<file path="config.mk">
export PLATFORM = sky130hd
export DESIGN_NAME = rti_queue
export DESIGN_NICKNAME = d
export VERILOG_FILES = /design/src/sv/rti_pkg.sv /design/src/sv/rti_queue.sv
export SDC_FILE = /design/constraint.sdc
export NUM_CORES = 1
export LEC_CHECK = 0
export ABC_AREA = 1
export BUFFER_PORTS_ARGS = -buffer_cell sky130_fd_sc_hd__buf_2
export CAP_MARGIN = 20
export CORE_UTILIZATION = 35
export DETAILED_ROUTE_END_ITERATION = 8
export SLEW_MARGIN = 20
export SYNTH_ARGS = -nofsm -noshare
export SYNTH_HDL_FRONTEND = slang
export SYNTH_SLANG_ARGS = --single-unit
</file>
<file path="constraint.sdc">
create_clock -name clock -period 16.3 [get_ports clock]
set_input_delay 0.815 -clock clock [delete_from_list [all_inputs] [get_ports clock]]
set_output_delay 0.815 -clock clock [all_outputs]
set_load 0.03 [all_outputs]
</file>
<file path="src/sv/rti_pkg.sv">
// ----------------------------------------------------------------------------
// Ray/triangle intersection package
// Shared widths, register indexes, word formats and state types.
// ----------------------------------------------------------------------------
`default_nettype none

package rti_pkg;

   // Field widths
   localparam int unsigned COORD_W  = 16;
   localparam int unsigned EDGE_W   = COORD_W + 1;
   localparam int unsigned CROSS_W  = 2 * EDGE_W + 1;
   localparam int unsigned NUM_W    = 56;
   localparam int unsigned Q_W      = 32;
   localparam int unsigned FACE_W   = 16;
   localparam int unsigned EPS_W    = 48;
   localparam int unsigned CSR_IDX_W = 3;
   localparam int unsigned CSR_DATA_W = EPS_W;
   localparam int unsigned FACE_BITS_DEF = 16;

   // Quotient bits below the saturation limit and fraction bits
   localparam int unsigned QUO_W  = Q_W - 1;
   localparam int unsigned FRAC_W = 16;

   localparam logic signed [Q_W-1:0] Q16_ONE = 32'sh0001_0000;
   localparam logic signed [Q_W-1:0] Q16_MAX = 32'sh7FFF_FFFF;
   localparam logic signed [Q_W-1:0] Q16_MIN = 32'sh8000_0000;

   // Register indexes
   localparam logic [CSR_IDX_W-1:0] REG_ORIGIN_X    = 3'd0;
   localparam logic [CSR_IDX_W-1:0] REG_ORIGIN_Y    = 3'd1;
   localparam logic [CSR_IDX_W-1:0] REG_ORIGIN_Z    = 3'd2;
   localparam logic [CSR_IDX_W-1:0] REG_DIRECTION_X = 3'd3;
   localparam logic [CSR_IDX_W-1:0] REG_DIRECTION_Y = 3'd4;
   localparam logic [CSR_IDX_W-1:0] REG_DIRECTION_Z = 3'd5;
   localparam logic [CSR_IDX_W-1:0] REG_TWO_SIDED   = 3'd6;
   localparam logic [CSR_IDX_W-1:0] REG_DET_EPSILON = 3'd7;

   typedef logic signed [COORD_W-1:0] coord_type;
   typedef logic signed [NUM_W-1:0]   num_type;
   typedef logic signed [Q_W-1:0]     q16_type;

   // Ray and mode settings
   typedef struct packed {
      coord_type [2:0]  org;
      coord_type [2:0]  dir;
      logic             two_sided;
      logic [EPS_W-1:0] eps;
   } cfg_type;

   // Input word: one triangle
   typedef struct packed {
      coord_type         a_x;
      coord_type         a_y;
      coord_type         a_z;
      coord_type         b_x;
      coord_type         b_y;
      coord_type         b_z;
      coord_type         c_x;
      coord_type         c_y;
      coord_type         c_z;
      logic [FACE_W-1:0] face_index;
      logic              first_of_ray;
   } req_word_type;

   // Result word
   typedef struct packed {
      logic              hit;
      q16_type           dist_res;
      q16_type           bary_u;
      q16_type           bary_v;
      q16_type           bary_w;
      logic [FACE_W-1:0] hit_face;
      logic              nearest_valid;
      logic [FACE_W-1:0] nearest_face;
      q16_type           nearest_dist;
   } rsp_word_type;

   // Classified triangle passed from front to back
   typedef struct packed {
      num_type           det;
      num_type           un;
      num_type           vn;
      num_type           tn;
      logic [FACE_W-1:0] face;
      logic              first;
      logic              pass;
      logic              two_sided;
   } entry_type;

   typedef enum logic {
      BK_IDLE,
      BK_DIV
   } back_state_type;

endpackage

`default_nettype wire

</file>
<file path="src/sv/rti_queue.sv">
// ----------------------------------------------------------------------------
// Front-to-back queue
// Two-entry queue of classified triangles.
// ----------------------------------------------------------------------------
`default_nettype none

module rti_queue import rti_pkg::*; (
   input  wire        clock,
   input  wire        reset,
   input  entry_type  in_entry,
   input  wire        in_valid,
   output logic       in_ready,
   output entry_type  out_entry,
   output logic       out_valid,
   input  wire        out_ready
);

   entry_type  slot_ff [2];
   logic       wr_ff, rd_ff;
   logic [1:0] cnt_ff;
   logic       push, pop;

   assign in_ready  = cnt_ff != 2'd2;
   assign out_valid = cnt_ff != 2'd0;
   assign push      = in_valid && in_ready;
   assign pop       = out_valid && out_ready;
   assign out_entry = slot_ff[rd_ff];

   // Pointers and fill count.
   always_ff @(posedge clock) begin
      if (reset) begin
         wr_ff  <= 1'b0;
         rd_ff  <= 1'b0;
         cnt_ff <= 2'd0;
      end else begin
         if (push) wr_ff <= !wr_ff;
         if (pop) rd_ff <= !rd_ff;
         cnt_ff <= cnt_ff + 2'(push) - 2'(pop);
      end
   end

   // Storage.
   always_ff @(posedge clock) begin
      if (push) slot_ff[wr_ff] <= in_entry;
   end

endmodule

`default_nettype wire

</file>
==> metrics.log, run 1 <==
[metrics] uppermost layer routed: met5
[metrics] average footprint of a synthesized cell: 23.3 um2
[metrics] routed length per placed instance: 19.1 um
[metrics] kind of start point of the critical path: register
[metrics] slew at the pin closest to its max-slew limit: 1.13 ns
[metrics] Port Buffer Count: 491
[metrics] number of nets produced by synthesis: 1040
[metrics] Die H: 232 um
[metrics] sum of negative setup slack: 0 ns
[metrics] Crit Path Max Fanout: 121
[metrics] maximum clock insertion buffer count: 3
[metrics] residual antenna-violating net count after detailed routing: 0
[metrics] part of the power in the clock network: 0.292
[metrics] post-route total power: 3.98 mW
[metrics] Synth area leader: edfxtp_1
[metrics] Detailed Routing Iterations Pass 1: 4
[metrics] number of gates given a new drive strength after cts: 0
[metrics] post-cts hold buffer count: 0
[metrics] Ports: 492
[metrics] core area: 51700 um2
[metrics] synthesized instance count: 792
[metrics] number of fill cells: 4569
[metrics] P per Cell Area: 171 nW/um2
[metrics] area overhead of the layout relative to synthesis: 26.3%
[metrics] Final GP Congestion: 0.782
[metrics] Sequential Power Share: 0.420
[metrics] Cell Rows: 83
[metrics] wire length of the first global-routing pass: 56300 um
[metrics] WL final: 39100 um
[metrics] number of global-route vias before repair: 9501
[metrics] top cell type's share of synthesized area: 0.790
[metrics] required time of the critical path: 15.49 ns
[metrics] Yosys warning total: 0
[metrics] proportion of layout cells with a drive suffix above 1: 0.603
[metrics] routed length on met2: 20100 um
[metrics] Max-slew headroom: 0.250
[metrics] FMAX: 0.261 GHz
[metrics] master cell of the clock root buffer: clkbuf_16
[metrics] Max H-tree Level: 2
[metrics] Min Clock Period, post-route: 3.82 ns
[metrics] final critical-path share of the clock period: 0.235
[metrics] overall overflow remaining after global route: 0
[metrics] count of unresolved DRC violations after routing: 0
[metrics] cell total after placement: 1946
[metrics] internal portion of total power: 2.73 mW
[metrics] largest net degree at the start of global routing: 122
[metrics] Critical Setup Path Class: register to output pin
[metrics] detailed placement HPWL: 26700 um
[metrics] Max-Cap Viols: 0
[metrics] Cell variety after synth: 14
[metrics] status: completed
[metrics] antenna violations before repair: 9
[metrics] combined area of all synthesized cells: 18500 um2
[metrics] Hold WC Path Type: input port to register
[metrics] final hold violations: 0
[metrics] Comb power frac: 0.289
[metrics] Post-CTS Setup Inserts: 0
[metrics] final cell count without fillers: 2046
[metrics] # nets final: 1567
[metrics] total global routing track utilization: 0.140
[metrics] P_sw: 1.24 mW
[metrics] wire length on met1: 14700 um
[metrics] total cell area at the placement stage: 21600 um2
[metrics] drt first-iter violations: 452
[metrics] worst skew pair latency: 0.57 ns
[metrics] Setup violations, final: 0
[metrics] top cells by area in the synthesized netlist: edfxtp_1, mux2_4, mux2_2, buf_6, dfxtp_1
[metrics] total number of clock tree sinks: 491
[metrics] final hold slack: 0.429 ns
[metrics] Setup Skew: 0.0166 ns
[metrics] Clk pin slew, worst setup/hold paths: 0.06 ns
[metrics] Critical Path Sink Type: output pin
[metrics] TritonCTS clock tree: yes
[metrics] initial core utilization: 0.357
[metrics] WP data arrival: 3.01 ns
[metrics] fraction of the yosys area taken by sequential cells: 0.796
[metrics] max-slew violation count: 0
[metrics] mean number of vias per cell: 4.49
[metrics] switching fraction of total power: 0.313
[metrics] peak ir drop on the vdd network: 0.0000999 V
[metrics] Leak: 8.96 nW
[metrics] number of synthesized register bits: 491
[metrics] unrepaired setup endpoints after global routing: no
[metrics] routed length on met3: 2860 um
[metrics] total CTS buffers: 51
[metrics] Die W: 232 um
[metrics] Post-Layout Inst Area: 23300 um2
[metrics] Die ar.: 53700 um2
[metrics] number of vias in the routed layout: 9191
## kinds of logic (layout without fill, tap and decap cells)
kind of cell	count (synthesis)	count (layout)	synth area share
simple gates	19	19	0.00400
compound gates	2	2	0.000542
other cells	0	6	0
xor+xnor	1	1	0.000474
mux	243	243	0.183
buf+inv	35	603	0.0157
fa+ha+maj	1	1	0.000678
flops	491	491	0.796
## per-stage QoR
step                setup slack [ns]  utilization
floorplan                       4.39            -
global placement               12.92        0.418
global route                   12.35        0.451
finish                         12.48        0.451
detailed placement             12.86        0.418
CTS                            12.23        0.451
## critical path: stages, from the launching register on
cell     delay, ns
dfxtp_4       0.90
buf_12        0.59
mux2_4        0.36
buf_2         0.19
## cells in the final DEF, fill, tap and decap left out
cell        instances
a21oi_1             2
buf_12              1
buf_2             491
buf_4               8
buf_6               1
bufinv_16           7
clkbuf_1           10
clkbuf_16          53
clkinv_1           11
clkinv_2            9
clkinv_4            1
clkinvlp_4          3
dfxtp_1             4
dfxtp_4             1
diode_2             6
edfxtp_1          486
ha_1                1
inv_1               8
mux2_2             73
mux2_4            170
nand2_1             8
nand3_1             1
nor2_1              7
nor2_4              2
nor3_1              1
xnor2_1             1
## power by group through the flow
stage               registers (mW)  clock network, mW  logic, mW
finish                        1.67               1.16       1.15
global route                  1.68               1.24       1.21
CTS                           1.67               1.19       1.16
detailed placement            1.70                  0       1.16
global placement              1.69                  0       1.16
floorplan                     1.74                  0      0.890
## worst paths after layout
| kind | cells past startpoint | start | end | slack [ns] |
|---|---|---|---|---|
| setup / recovery | 3 | register | out_entry[233] | 12.48 |
| hold / removal | 1 | in_entry[146] | slot_ff[0][146] | 0.43 |
| setup reg to reg | 6 | cnt_ff[0] | slot_ff[1][75] | 13.43 |
| hold reg to reg | 2 | rd_ff | rd_ff | 0.50 |
## metal layers
metal | GRT usage | vias up
li1 | - | 4210
met1 | 0.157 | 4559
met4 | 0.0590 | 4
met2 | 0.243 | 335
met3 | 0.0450 | 83
met5 | 0 | -
## cell usage after synthesis
cell	n
edfxtp_1	486
nand3_1	1
nor3_1	1
inv_1	8
mux2_4	170
mux2_2	73
buf_6	20
xnor2_1	1
nand2_1	8
ha_1	1
nor2_1	9
a21oi_1	2
buf_2	7
dfxtp_1	5
## state kept, by name, indices dropped and copies added (netlist names), named ones only
signal	flops
slot_ff	486
cnt_ff	2
rd_ff	1
wr_ff	1
## area by class of cell
cell class	instances	area, um2	area share
Antenna cell	6	15.0	0.000644
Clock buffer	63	1360	0.0585
Clock inverter	31	328	0.0141
Inverter	8	30.0	0.00129
Multi-Input combinational cell	266	3490	0.150
Sequential cell	491	14700	0.630
Tap cell	680	851	0.0365
Timing Repair Buffer	501	2550	0.109
Note: power is estimated with default switching activity, not from simulation.
==> run 2, diff against run 1 <==
ABC_AREA = 0   (was 1)
clock period = 3.2 ns   (was 16.3 ns; I/O delays follow)
==> metrics.log, run 2 <==
[metrics] Setup Skew: 0.0186 ns (was 0.0166 ns)
[metrics] depth of the worst register-to-register path: 4 (was 6)
[metrics] simple-gate share of the synthesized area: 0.00474 (was 0.00400)
[metrics] max-slew violation count: 0 (unchanged)
[metrics] Cell Rows: 83 (unchanged)
[metrics] worst setup slack after placement: 1.23 ns (was 12.86 ns)
[metrics] required time of the critical path: 3.04 ns (was 15.49 ns)
[metrics] total global routing track utilization: 0.151 (was 0.140)
[metrics] area overhead of the layout relative to synthesis: 40.5% (was 26.3%)
[metrics] Max-slew headroom: 0.546 (was 0.250)
[metrics] total CTS buffers: 51 (unchanged)
[metrics] Die ar.: 53700 um2 (about the same)
[metrics] final critical-path share of the clock period: 0.782
[metrics] commonest cells after routing, fill and taps aside: buf_2, edfxtp_1, dlygate4sd3_1, mux2_4, mux2_2 (was buf_2, edfxtp_1, mux2_4, mux2_2, clkbuf_16)
[metrics] Crit Path Max Fanout: 37 (was 121)
[metrics] most frequently used cell type in the post-synthesis netlist: edfxtp_1 (unchanged)
[metrics] status: completed (unchanged)
[metrics] number of vias in the routed layout: 10.1k (was 9191)
[metrics] Comb power frac: 0.278 (was 0.289)
[metrics] Die H: 232 um (about the same)
[metrics] Final GP Congestion: 0.766 (was 0.782)
[metrics] # nets final: 1827 (was 1567)
[metrics] Critical Setup Path Class: register to output pin (unchanged)
[metrics] Setup violations, final: 0 (unchanged)
[metrics] WP data arrival: 2.34 ns (was 3.01 ns)
[metrics] total number of clock tree sinks: 491 (unchanged)
[metrics] Ports: 492 (unchanged)
[metrics] Max-Cap Viols: 0 (unchanged)
[metrics] combined area of all synthesized cells: 18500 um2 (about the same)
[metrics] top flip-flop cell by instance count after synthesis: edfxtp_1 (unchanged)
[metrics] number of synthesized register bits: 491 (unchanged)
[metrics] Critical-path top delay cell: dfxtp_4 (unchanged)
[metrics] Synth area leader: edfxtp_1 (unchanged)
[metrics] XOR/XNOR share of the synthesized area: 0.000474 (about the same)
[metrics] initial core utilization: 0.357 (about the same)
[metrics] number of fill cells: 4257 (was 4569)
[metrics] overall overflow remaining after global route: 0 (unchanged)
[metrics] largest net degree at the start of global routing: 98 (was 122)
[metrics] worst skew pair latency: 0.58 ns (was 0.57 ns)
[metrics] Die W: 232 um (about the same)
[metrics] WL final: 42000 um (was 39100 um)
[metrics] P per Cell Area: 724 nW/um2 (was 171 nW/um2)
[metrics] internal portion of total power: 13.1 mW (was 2.73 mW)
[metrics] number of nets produced by synthesis: 1033 (was 1040)
[metrics] Max H-tree Level: 2 (unchanged)
[metrics] number of global-route vias before repair: 11.0k (was 9501)
[metrics] ranking of synthesized cells by instance count: edfxtp_1, mux2_4, mux2_2, buf_6, buf_2 (was edfxtp_1, mux2_4, mux2_2, buf_6, nor2_1)
[metrics] Yosys warning total: 0 (unchanged)
[metrics] average footprint of a synthesized cell: 23.5 um2 (was 23.3 um2)
[metrics] master cell of the clock root buffer: clkbuf_16 (unchanged)
[metrics] wire length of the first global-routing pass: 62000 um (was 56300 um)
[metrics] final hold violations: 0 (unchanged)
[metrics] TritonCTS clock tree: yes (unchanged)
[metrics] detailed placement HPWL: 27500 um (was 26700 um)
[metrics] peak ir drop on the vdd network: 0.000491 V (was 0.0000999 V)
[metrics] Register-to-Register Setup Slack: 1.30 ns (was 13.43 ns)
[metrics] cell-by-cell trace of the critical path: buf_4, mux2_2, buf_2 (was buf_12, mux2_4, buf_2)
[metrics] top cells by area in the synthesized netlist: edfxtp_1, mux2_4, mux2_2, buf_6, dfxtp_1 (unchanged)
[metrics] WHS Path Cells: 4 (was 1)
[metrics] P_sw: 5.70 mW (was 1.24 mW)
[metrics] fraction of the yosys area taken by sequential cells: 0.795 (was 0.796)
[metrics] mean number of vias per cell: 4.40 (was 4.49)
[metrics] compound-gate portion of the synthesized area: 0.00237 (was 0.000542)
[metrics] Detailed Routing Iterations Pass 1: 4 (unchanged)
[metrics] Clk pin slew, worst setup/hold paths: 0.05 ns (was 0.06 ns)
[metrics] kind of start point of the critical path: register (unchanged)
[metrics] proportion of layout cells with a drive suffix above 1: 0.527 (was 0.603)
[metrics] part of the power in the clock network: 0.295 (was 0.292)
[metrics] Port Buffer Count: 491 (unchanged)
[metrics] Min Clock Period, post-route: 2.50 ns
[metrics] Post-synth EDFFs: 486 (unchanged)
[metrics] drt first-iter violations: 431 (was 452)
[metrics] synthesized instance count: 785 (was 792)
[metrics] final worst setup slack: 0.698 ns (was 12.48 ns)
[metrics] Cell variety after synth: 25 (was 14)
[metrics] largest incremental delay on the critical path: 0.79 ns (was 0.90 ns)
[metrics] endpoint of the worst-slack reg-to-reg timing path: slot_ff[0][98] (was slot_ff[1][75])
[metrics] maximum clock insertion buffer count: 3 (unchanged)
[metrics] Leak: 10.1 nW (was 8.96 nW)
[metrics] flip-flop count of the largest register after layout: 486 (unchanged)
[metrics] core area: 51700 um2 (unchanged)
[metrics] min-delay src: out_ready (was in_entry[146])
[metrics] Hold WC Path Type: input port to register (unchanged)
[metrics] Sequential Power Share: 0.427 (was 0.420)
[metrics] post-synthesis adder-cell area fraction: 0.000677 (was 0.000678)
[metrics] unrepaired setup endpoints after global routing: no (unchanged)
[metrics] Critical Path Sink Type: output pin (unchanged)
[metrics] antenna violations before repair: 3 (was 9)
[metrics] combinational family with the most area after synthesis: multiplexers (unchanged)
[metrics] Post-CTS Setup Inserts: 0 (unchanged)
[metrics] register bank with the most flops: slot_ff (unchanged)
[metrics] routed length per placed instance: 18.3 um (was 19.1 um)
[metrics] share of synthesized area spent on multiplexers: 0.183 (about the same)
[metrics] critical register-to-register path startpoint: cnt_ff[0] (unchanged)
[metrics] residual antenna-violating net count after detailed routing: 0 (unchanged)
[metrics] most common cell after layout, fill and taps aside: buf_2 (unchanged)
[metrics] asr flop ratio synth: 0 (unchanged)
[metrics] final hold slack: 0.0418 ns (was 0.429 ns)
[metrics] slew at the pin closest to its max-slew limit: 0.681 ns (was 1.13 ns)
[metrics] Largest regs: slot_ff x486, cnt_ff x2 (unchanged)
[metrics] switching fraction of total power: 0.303 (was 0.313)
[metrics] FMAX: 0.400 GHz
[metrics] count of unresolved DRC violations after routing: 0 (unchanged)
[metrics] top cell type's share of synthesized area: 0.789 (was 0.790)
## run 2: changes by cell type in the layout (fill, tap and decap cells not counted), sizes merged, moves of 3 or more
cell	before	now
dlygate4sd3	0	245
buf	501	523
nand2	8	0
bufinv	7	2
nor2	9	4
inv	8	4
diode	6	3
## run 2: repair_timing
item / 4_1_cts / 5_1_grt
resized for setup: 0 / 0
hold buffers: 245 / 0
hold endpoints to repair: 491 / 0
## run 2: metal layers
layer | GRT usage | share of wire | up-vias | wire length (um)
li1 | - | - | 4739 | -
met1 | 0.168 | 0.38 | 5019 | 15800
met2 | 0.276 | 0.54 | 308 | 22500
met3 | 0.0417 | 0.062 | 66 | 2620
met4 | 0.0516 | 0.026 | 0 | 1100
met5 | 0 | 0 | - | 0
## run 2: cells by family after synthesis
logic type	Yosys count
flops	491
mux	243
buf+inv	28
simple gates	15
compound gates	6
xor+xnor	1
fa+ha+maj	1
## run 2: per-stage QoR
step	util	TNS, ns	power [mW]	instance area (um2)	instances
after floorplan	-	-557.12	11.9	18500	785
after global placement	0.424	0	13.1	21900	1961
after detailed placement	0.424	0	13.2	21900	1961
after CTS	0.502	0	19.1	26000	2299
after global routing	0.502	0	19.5	26000	2302
final	0.502	0	18.8	26000	2302
## run 2: worst max-delay path by stage
stage          startpoint       endpoint  slack, ns  depth (start not counted)
2_1_floorplan   cnt_ff[0]  slot_ff[0][0]      -1.51                          3
3_3_place_gp     register  out_entry[44]       1.25                          3
3_5_place_dp     register  out_entry[44]       1.23                          3
4_1_cts          register  out_entry[44]       0.59                          3
5_1_grt          register  out_entry[44]       0.55                          3
6_report         register  out_entry[44]       0.70                          3
## run 2: worst max-delay path: cells and delay by family (launching register included)
family | cells | cell delay [ns]
buf+inv | 2 | 0.57
mux | 1 | 0.38
flops | 1 | 0.79
## run 2: final cells by class
cell class / count / area [um2] / share of cell area
clock buffers: 63 / 1350 / 0.0520
inverters: 1 / 7.51 / 0.000289
well taps: 680 / 851 / 0.0328
multi-input cells: 266 / 3540 / 0.136
diodes: 3 / 7.51 / 0.000289
clock inverters: 30 / 220 / 0.00848
repair buffers: 768 / 5300 / 0.204
flip-flops and latches: 491 / 14700 / 0.566
## run 2: power groups by stage
| stage | Sequential, mW | Clock (mW) | Combinational (mW) |
|---|---|---|---|
| global placement | 8.13 | 0 | 5.01 |
| floorplan | 8.14 | 0 | 3.73 |
| finish | 8.02 | 5.55 | 5.22 |
| CTS | 8.03 | 5.73 | 5.30 |
| detailed placement | 8.17 | 0 | 5.03 |
| global route | 8.08 | 5.97 | 5.48 |
